<file path="src/hw/rtl/vag_dec_pkg.sv">
// ----------------------------------------------------------------------------
// VAG ADPCM frame decoder package
// Shared types, codes and the prediction filter table.
// ----------------------------------------------------------------------------
package vag_dec_pkg;

  localparam logic OP_STREAM = 1'b0;
  localparam logic OP_CLEAR  = 1'b1;

  localparam logic [3:0] POS_HEADER = 4'd0;
  localparam logic [3:0] POS_FLAGS  = 4'd1;

  typedef struct packed {
    logic signed [7:0] c0;
    logic signed [7:0] c1;
  } coef_t;

  typedef struct packed {
    logic        [3:0]  nibble;
    logic        [3:0]  shift_amt;
    logic        [3:0]  filter_sel;
    logic signed [15:0] newest;
    logic signed [15:0] older;
  } calc_in_t;

  function automatic coef_t coef_lookup(input logic [3:0] sel);
    coef_t c;
    unique case (sel)
      4'd0:  c = '{8'sd0,   8'sd0};
      4'd1:  c = '{8'sd60,  8'sd0};
      4'd2:  c = '{8'sd115, -8'sd52};
      4'd3:  c = '{8'sd98,  -8'sd55};
      4'd4:  c = '{8'sd122, -8'sd60};
      4'd5:  c = '{8'sd30,  8'sd0};
      4'd6:  c = '{8'sd57,  -8'sd26};
      4'd7:  c = '{8'sd49,  -8'sd27};
      4'd8:  c = '{8'sd61,  -8'sd30};
      4'd9:  c = '{8'sd15,  8'sd0};
      4'd10: c = '{8'sd29,  -8'sd13};
      4'd11: c = '{8'sd24,  -8'sd14};
      4'd12: c = '{8'sd30,  -8'sd15};
      4'd13: c = '{8'sd32,  -8'sd60};
      4'd14: c = '{8'sd15,  -8'sd60};
      4'd15: c = '{8'sd7,   -8'sd60};
      default: c = '{8'sd0, 8'sd0};
    endcase
    return c;
  endfunction

endpackage

</file>
<file path="src/hw/rtl/vag_dec_sample.sv">
// ----------------------------------------------------------------------------
// VAG ADPCM nibble decode
// Scales one nibble, adds the two-tap prediction and saturates to int16.
// ----------------------------------------------------------------------------
module vag_dec_sample (
  input  vag_dec_pkg::calc_in_t calc_in,
  output logic signed [15:0]    sample
);
  import vag_dec_pkg::*;

  coef_t              coef;
  logic signed [23:0] prod0;
  logic signed [23:0] prod1;
  logic signed [24:0] pred_sum;
  logic signed [24:0] pred_adj;
  logic signed [18:0] pred;
  logic        [15:0] nib_word;
  logic signed [15:0] scaled;
  logic signed [19:0] total;

  assign coef     = coef_lookup(calc_in.filter_sel);
  assign prod0    = $signed(calc_in.newest) * $signed(coef.c0);
  assign prod1    = $signed(calc_in.older) * $signed(coef.c1);
  assign pred_sum = 25'(prod0) + 25'(prod1);
  // divide by 64 rounding toward zero
  assign pred_adj = pred_sum[24] ? (pred_sum + 25'sd63) : pred_sum;
  assign pred     = pred_adj[24:6];

  assign nib_word = {calc_in.nibble, 12'd0};
  assign scaled   = $signed(nib_word) >>> calc_in.shift_amt;
  assign total    = 20'(scaled) + 20'(pred);

  always_comb begin
    if (total > 20'sd32767) begin
      sample = 16'sh7fff;
    end else if (total < -20'sd32768) begin
      sample = 16'sh8000;
    end else begin
      sample = total[15:0];
    end
  end

endmodule

</file>
<file path="src/hw/rtl/vag_adpcm_frame_decoder.sv">
// ----------------------------------------------------------------------------
// VAG ADPCM frame decoder
// Decodes a 16-byte-frame ADPCM byte stream into saturated 16-bit samples.
// ----------------------------------------------------------------------------
// Each accepted byte sits in an input register and is worked off one nibble
// per cycle, while the output side takes transfers, through a single
// multiply-add prediction path into the output register. A data byte yields
// two samples (low nibble first, tlast on the second) and stays held until
// its high nibble is decoded; header, flags and clear items finish when stepped.
// A new byte is taken in the cycle the previous one finishes, so the input
// does not pause between bytes while the output side keeps taking transfers.
module vag_adpcm_frame_decoder (
  input  logic        clk,
  input  logic        rst,
  input  logic        s_axis_tvalid,
  output logic        s_axis_tready,
  input  logic [7:0]  s_axis_tdata,   // byte_value
  input  logic        s_axis_tuser,   // operation
  output logic        m_axis_tvalid,
  input  logic        m_axis_tready,
  output logic [15:0] m_axis_tdata,   // sample
  output logic        m_axis_tlast,   // last_of_run
  output logic        m_axis_tuser    // halted
);
  import vag_dec_pkg::*;

  logic               item_valid;
  logic               item_op;
  logic [7:0]         item_byte;
  logic               phase;
  logic signed [15:0] hist_newest;
  logic signed [15:0] hist_older;
  logic [3:0]         frame_pos;
  logic [3:0]         shift_amt;
  logic [3:0]         filter_sel;
  logic               stopped;

  logic               can_emit;
  logic               needs_out;
  logic               is_data;
  logic               is_clear;
  logic               is_header;
  logic               is_flags;
  logic               halt_out;
  logic               step;
  logic               done;
  calc_in_t           calc_in;
  logic signed [15:0] calc_sample;

  assign can_emit = !m_axis_tvalid || m_axis_tready;

  always_comb begin
    is_clear  = 1'b0;
    is_header = 1'b0;
    is_flags  = 1'b0;
    is_data   = 1'b0;
    halt_out  = 1'b0;
    priority if (item_op == OP_CLEAR) begin
      is_clear = 1'b1;
    end else if (stopped) begin
      halt_out = 1'b1;
    end else if (frame_pos == POS_HEADER) begin
      is_header = 1'b1;
    end else if (frame_pos == POS_FLAGS) begin
      is_flags = 1'b1;
      halt_out = item_byte[0];
    end else begin
      is_data = 1'b1;
    end
  end

  assign needs_out     = halt_out || is_data;
  assign step          = item_valid && (!needs_out || can_emit);
  assign done          = step && (!is_data || phase);
  assign s_axis_tready = !item_valid || done;

  assign calc_in.nibble     = phase ? item_byte[7:4] : item_byte[3:0];
  assign calc_in.shift_amt  = shift_amt;
  assign calc_in.filter_sel = filter_sel;
  assign calc_in.newest     = hist_newest;
  assign calc_in.older      = hist_older;

  vag_dec_sample u_sample (
    .calc_in (calc_in),
    .sample  (calc_sample)
  );

  always_ff @(posedge clk) begin
    if (rst) begin
      item_valid    <= 1'b0;
      phase         <= 1'b0;
      hist_newest   <= '0;
      hist_older    <= '0;
      frame_pos     <= POS_HEADER;
      shift_amt     <= '0;
      filter_sel    <= '0;
      stopped       <= 1'b0;
      m_axis_tvalid <= 1'b0;
    end else begin
      if (s_axis_tready) begin
        item_valid <= s_axis_tvalid;
      end
      if (step && is_data) begin
        phase <= !phase;
      end
      if (step) begin
        if (is_clear) begin
          hist_newest <= '0;
          hist_older  <= '0;
          frame_pos   <= POS_HEADER;
          shift_amt   <= '0;
          filter_sel  <= '0;
          stopped     <= 1'b0;
        end else if (is_header) begin
          shift_amt  <= item_byte[3:0];
          filter_sel <= item_byte[7:4];
          frame_pos  <= POS_FLAGS;
        end else if (is_flags) begin
          if (halt_out) begin
            stopped <= 1'b1;
          end else begin
            frame_pos <= frame_pos + 4'd1;
          end
        end else if (is_data) begin
          hist_older  <= hist_newest;
          hist_newest <= calc_sample;
          if (phase) begin
            frame_pos <= frame_pos + 4'd1;
          end
        end
      end
      if (step && needs_out) begin
        m_axis_tvalid <= 1'b1;
      end else if (m_axis_tready) begin
        m_axis_tvalid <= 1'b0;
      end
    end
  end

  always_ff @(posedge clk) begin
    if (s_axis_tvalid && s_axis_tready) begin
      item_op   <= s_axis_tuser;
      item_byte <= s_axis_tdata;
    end
    if (step && needs_out) begin
      m_axis_tdata <= halt_out ? 16'd0 : calc_sample;
      m_axis_tlast <= halt_out || phase;
      m_axis_tuser <= halt_out;
    end
  end

`ifndef NO_ASSERTIONS
  a_halt_zero: assert property (@(posedge clk) disable iff (rst)
    m_axis_tvalid && m_axis_tuser |-> m_axis_tdata == 16'd0 && m_axis_tlast)
    else $error("halted transfer carries a nonzero sample or no tlast");

  a_phase_item: assert property (@(posedge clk) disable iff (rst)
    phase |-> item_valid && item_op == OP_STREAM)
    else $error("high nibble pending without a held data byte");

  a_low_then_high: assert property (@(posedge clk) disable iff (rst)
    step && is_data && !phase |=> phase && item_valid)
    else $error("low nibble not followed by high nibble");

  a_stop_sticky: assert property (@(posedge clk) disable iff (rst)
    stopped && !(step && is_clear) |=> stopped)
    else $error("halt dropped without a clear");

  a_no_accept_mid: assert property (@(posedge clk) disable iff (rst)
    item_valid && is_data && !phase |-> !s_axis_tready)
    else $error("input taken before both nibbles were decoded");
`endif

endmodule

</file>
<file path="config.mk">
export PLATFORM = sky130hd
export DESIGN_NAME = vag_adpcm_frame_decoder
export DESIGN_NICKNAME = d
export VERILOG_FILES = /design/src/hw/rtl/vag_dec_pkg.sv /design/src/hw/rtl/vag_dec_sample.sv /design/src/hw/rtl/vag_adpcm_frame_decoder.sv
export SDC_FILE = /design/constraint.sdc
export NUM_CORES = 1
export LEC_CHECK = 0
export BUFFER_PORTS_ARGS = -buffer_cell sky130_fd_sc_hd__buf_2
export CORE_MARGIN = 2
export CORE_UTILIZATION = 35
export CTS_BUF_LIST = sky130_fd_sc_hd__clkbuf_2
export DETAILED_ROUTE_END_ITERATION = 12
export GPL_TIMING_DRIVEN = 0
export SETUP_SLACK_MARGIN = 0.02
export SYNTH_ARGS = -nofsm -noshare
export SYNTH_HDL_FRONTEND = slang
export SYNTH_HIERARCHICAL = 1
export SYNTH_SLANG_ARGS = --single-unit
export TNS_END_PERCENT = 50
</file>
<file path="constraint.sdc">
create_clock -name clk -period 21.2 [get_ports clk]
set_clock_uncertainty 0.05 [all_clocks]
set_input_delay 5.3 -clock clk [delete_from_list [all_inputs] [get_ports clk]]
set_output_delay 5.3 -clock clk [all_outputs]
set_load 0.01 [all_outputs]
</file>
# == Word level (Yosys, flattened, before mapping) ==
# Memories as Yosys holds them, arrays and structs flattened. A register that Yosys moved wholly into a read port is not among the register bits.
# Index checks and enable logic that the tools add are counted.
# totals
mem_bits_rw,0
word_cells,102
regBits,75
output_inout_bits,20
latch_bits,0
mem_bits_ro,240
mem_count,1
# op_classes
add_sub_neg,4
multipliers,2
n_lt_le_gt_ge,2
n_reduce_logical,28
bitwise_logic,0
n_shift,1
n_div,0
mux,46
eq_ne,4
# mem_list
name,words,width,rd,rd_ports_with_merged_regs,write_ports,line,text
(no name shown),16,15,1,1,0,vag_dec_pkg.sv:28,unique case (sel)
# op_table
op,n
$mux 16,10
$mux 4,13
$mul 16x8->24,2
$add 24x24->25,1
$add 25x7->25 const B,1
$mux 25,1
$mux 1,22
$add 16x19->20,1
$gt 20x16->1 const B,1
$lt 20x16->1 const B,1
$sshr 16x4->16,1
$reduce_and 4->1,3
$reduce_bool 2->1,5
$reduce_bool 4->1,2
$logic_or 1x1->1,6
$logic_and 1x1->1,5
$logic_not 1->1,5
$add 4x1->4 const B,1
$eq 4x1->1 const B,1
$logic_not 4->1,1
$ne 2x2->1 const B,2
$ne 4x4->1 const B,1
$reduce_and 2->1,1

# == Longest topological paths before layout ==
# depth
ltp_word,12
ltp_mapped,43
depth_no_buf,39

# == Hierarchy ==
# The synthesis kept the hierarchy.
# modules_own_cells
mod,cells_each,n_inst,area_per_inst_um2,seq_area_each_um2
vag_dec_sample,1301,1,11182.0,0.0
vag_adpcm_frame_decoder,246,1,2890.3,1771.7

# == Worst setup path before layout ==
# No wires, ideal clock.
# synth_timing
path_kind,input -> output
start,in m_axis_tready
end,out s_axis_tready
required_ns,15.850
cell_stages,3
t_arrival_ns,5.741
path_slack_ns,10.109
cell_sequence,nand2b_1 > nor2_1 > o21bai_1
# synth_between
elab_chain_len,5
# synth_rtl
item,line,text
from (decl),vag_adpcm_frame_decoder.sv:20,"input logic m_axis_tready,"
$logic_or 1x1->1,vag_adpcm_frame_decoder.sv:50,assign can_emit = !m_axis_tvalid || m_axis_tready;
$logic_or 1x1->1,vag_adpcm_frame_decoder.sv:73,assign step = item_valid && (!needs_out || can_emit);
$logic_and 1x1->1,vag_adpcm_frame_decoder.sv:73,
$logic_and 1x1->1,vag_adpcm_frame_decoder.sv:74,assign done = step && (!is_data || phase);
$logic_or 1x1->1,vag_adpcm_frame_decoder.sv:75,assign s_axis_tready = !item_valid || done;
to (decl),vag_adpcm_frame_decoder.sv:16,"output logic s_axis_tready,"
# Every way passes these cells.

==> results.md <==
- Postcts setup bufs: 0
- Crit path capture type: flop
- Cell Pwr Density: between 20 and 30 nW/um2
- Max-cap violations: 0
- CTS tree: yes
- Syn nets: 1906
- Largest net degree at the start of global routing: 16
- HP Start: shift_amt[0]
- CP dominant cell by count: fa_1
- # fillers: 4001
- Tightest Pin Transition: 1230 ps
- Fin crit share: 58.1%
- Worst path max stage delay: about 710 ps
- DRC: 0
- Chip height: approximately 200 um
- DP Cell Count: 2106
- Vias/cell: 5.06
- Worst min-delay path class: reg2reg
- Core Footprint: 39700 um2
- GRT Util Overall: 17.6%
- RSZ-0062 raised after global routing: false
- Die Wd: between 200 and 250 um
- Static leakage: 7.04 nW
- DRT Pass-1 Iters: 5
- Pre-CTS WS: a little over 9000 ps
- First-pass GRT wire length: 57800 um
- Clock slew at reported path FFs: between 200 and 300 ps
- Layout cells sized above 1: under 10%
- Via Count: 10700
- Finished Core Util: 37.9%
- Critical Path Start Type: flop
- Syn avg cell area: 9.10 um2
- Full die area: roughly 42000 um2
- Status: completed
- Post-DRT Antenna Nets: 0
- Worst skew pair latency: just over 600 ps
- Crit path max fanout: 10
- Max Slew Vio Count: 0
- Mapped Area: 14100 um2
- Routability cong.: around 0.89
- Initial DRC Count: 657
- Yosys cell types: 89
- Reg-to-reg startpoint: filter_sel[1]
- Required @ worst endpoint: 21640 ps
- Post-synth EDFFs: 27
- Num rows: 73
- Drt total wl: 35200 um
- H-tree depth: 3
- Overflow after GRT: 0
- Post-synthesis cell count: 1547
- DR WL/cell: 16.6 um
- Hold buffer count at CTS: 0
- Non-Filler Instances: roughly 2100
- Syn. warnings: 6
- Initial antenna violation count: 2
- Final min period: 12320 ps
- Critical path origin: filter_sel[1]
- Ys async rst share: 0%
- Count of final hold-check violations: 0
- Final setup margin: 8880 ps
- Total CTS buffers: 9
- Critical path arrival: 12760 ps
- # nets final: 1951
- Crit Path Class: reg2reg
- I/O pin total: 33
- Main flop type after synthesis: dfxtp_1
- CTS resizes: 0
- Final Setup Violations: 0
- Area grow syn2layout: 6.91%
- Clk sink count: 75
- Slowest cell on the critical path: a41oi_1
- Vias in the first global route: 10900
- CTS Buffer Depth: 2
- Max_slew headroom: 17.4%
- Max Freq: 0.0812 GHz
- Root Buffer: clkbuf_2
- Setup_tns: 0 ps
- Yosys reg bits: 75
- Worst vdd ir: 0.0000241 V
- Sequential fraction of the synthesis area: 12.6%
- Tot Pwr: 0.410 mW
- Initial Utilization: 35.4%
- Port bufs: 32
- Detailed Place HPWL: 29400 um
[kinds of logic (layout without fill, tap and decap cells)]
family | after synthesis | in the layout | synth area share (%)
and+or+nand+nor | 477 | 477 | 17.4
other | 0 | 1 | 0
muxes | 17 | 17 | 1.27
xor gates and xnor gates | 58 | 58 | 3.76
AOI/OAI and AO/OA | 231 | 231 | 12.1
DFF | 75 | 75 | 12.6
adders and majority gates | 346 | 346 | 43.4
buffers and inverters | 343 | 393 | 9.52
[critical path, delay by kind of cell, from the launching register on]
kind | cells | cell delay, ps
DFF | 1 | 670
adders and majority gates | 9 | 4130
buffers and inverters | 8 | 1570
and+or+nand+nor | 8 | 1490
muxes | 1 | 700
xor gates and xnor gates | 2 | 370
AOI/OAI and AO/OA | 11 | 3230
[cell usage after synthesis, types with 5 or more instances]
cell type	number	area share, %
o22ai_1	5	0.22
clkbuf_1	35	0.93
buf_6	5	0.40
ha_1	109	9.7
and2_1	104	4.6
inv_1	291	7.8
o211ai_1	5	0.27
xnor2_1	37	2.3
o21ai_0	28	1.0
fa_1	237	34
a22oi_1	33	1.8
nor2_1	87	2.3
nor3_1	15	0.53
nand3_1	7	0.25
o21ai_1	5	0.18
o31ai_1	6	0.32
buf_2	9	0.32
dfxtp_1	48	6.8
nand4_1	6	0.27
a22o_1	10	0.62
nand2b_1	17	0.76
mux2_2	7	0.56
a21o_1	33	1.8
a31oi_1	6	0.27
mux2i_1	10	0.71
edfxtp_1	27	5.8
nand2_1	156	4.2
nor4_1	6	0.27
nor2b_1	39	1.7
xor2_1	19	1.2
nor3_2	5	0.36
a211oi_1	10	0.53
a21oi_1	36	1.3
[stage by stage]
stage               cell area [um2]  hold slack [ps]
floorplan                     14100              391
global placement              14900              407
detailed placement            14900              409
CTS                           15000              462
global route                  15000              495
finish                        15000              461
[cell type report]
type	instances	area (um2)	share of cell area [%]
Multi-Input combinational cell	1129	11000	72.9
Clock inverter	7	82.6	0.549
Sequential cell	75	1770	11.8
Clock buffer	9	45.0	0.299
Buffer	52	248	1.65
Tap cell	525	657	4.37
Timing Repair Buffer	34	183	1.21
Inverter	291	1090	7.26
Antenna cell	1	2.50	0.0166
[registers in the layout, summed over array words and instances, names as in the netlist, 4 cells and up]
signal / count
filter_sel: 4
shift_amt: 4
hist_older: 16
frame_pos: 4
hist_newest: 16
m_axis_tdata: 16
item_byte: 8
[cells in the final DEF (no fill, tap or decap), types with 7 or more instances in the layout]
master	count
dfxtp_1	48
mux2i_1	10
nor2_1	86
o21ai_0	28
nand3_1	7
edfxtp_1	27
xnor2_1	37
and2_1	104
clkbuf_2	9
a21o_1	33
nand2b_1	17
ha_1	109
inv_1	291
nor3_1	15
clkbuf_1	35
a22o_1	10
nor2b_1	39
buf_2	41
fa_1	237
a211oi_1	10
a22oi_1	33
xor2_1	19
a21oi_1	36
mux2_2	7
nand2_1	156
[routing by layer]
layer | wire length, um | track usage [%]
met5 | 0 | 0
met4 | 782 | 4.66
met3 | 1980 | 2.48
met2 | 17200 | 29.9
met1 | 15300 | 23.6
[where the power goes]
part / switching [mW] / total, mW / internal [mW]
sequential: 0.00375 / 0.159 / 0.155
clock: 0.0673 / 0.0970 / 0.0297
combinational: 0.0958 / 0.154 / 0.0582
[path summary, 6_finish.rpt]
| check | to | slack [ps] | cells after the start |
|---|---|---|---|
| max reg2reg | m_axis_tdata[14] | 8880 | 39 |
| min | shift_amt[0] | 460 | 1 |
| min reg2reg | shift_amt[0] | 460 | 1 |
| max | m_axis_tdata[14] | 8880 | 39 |
Note: power is estimated with default switching activity, not from simulation.
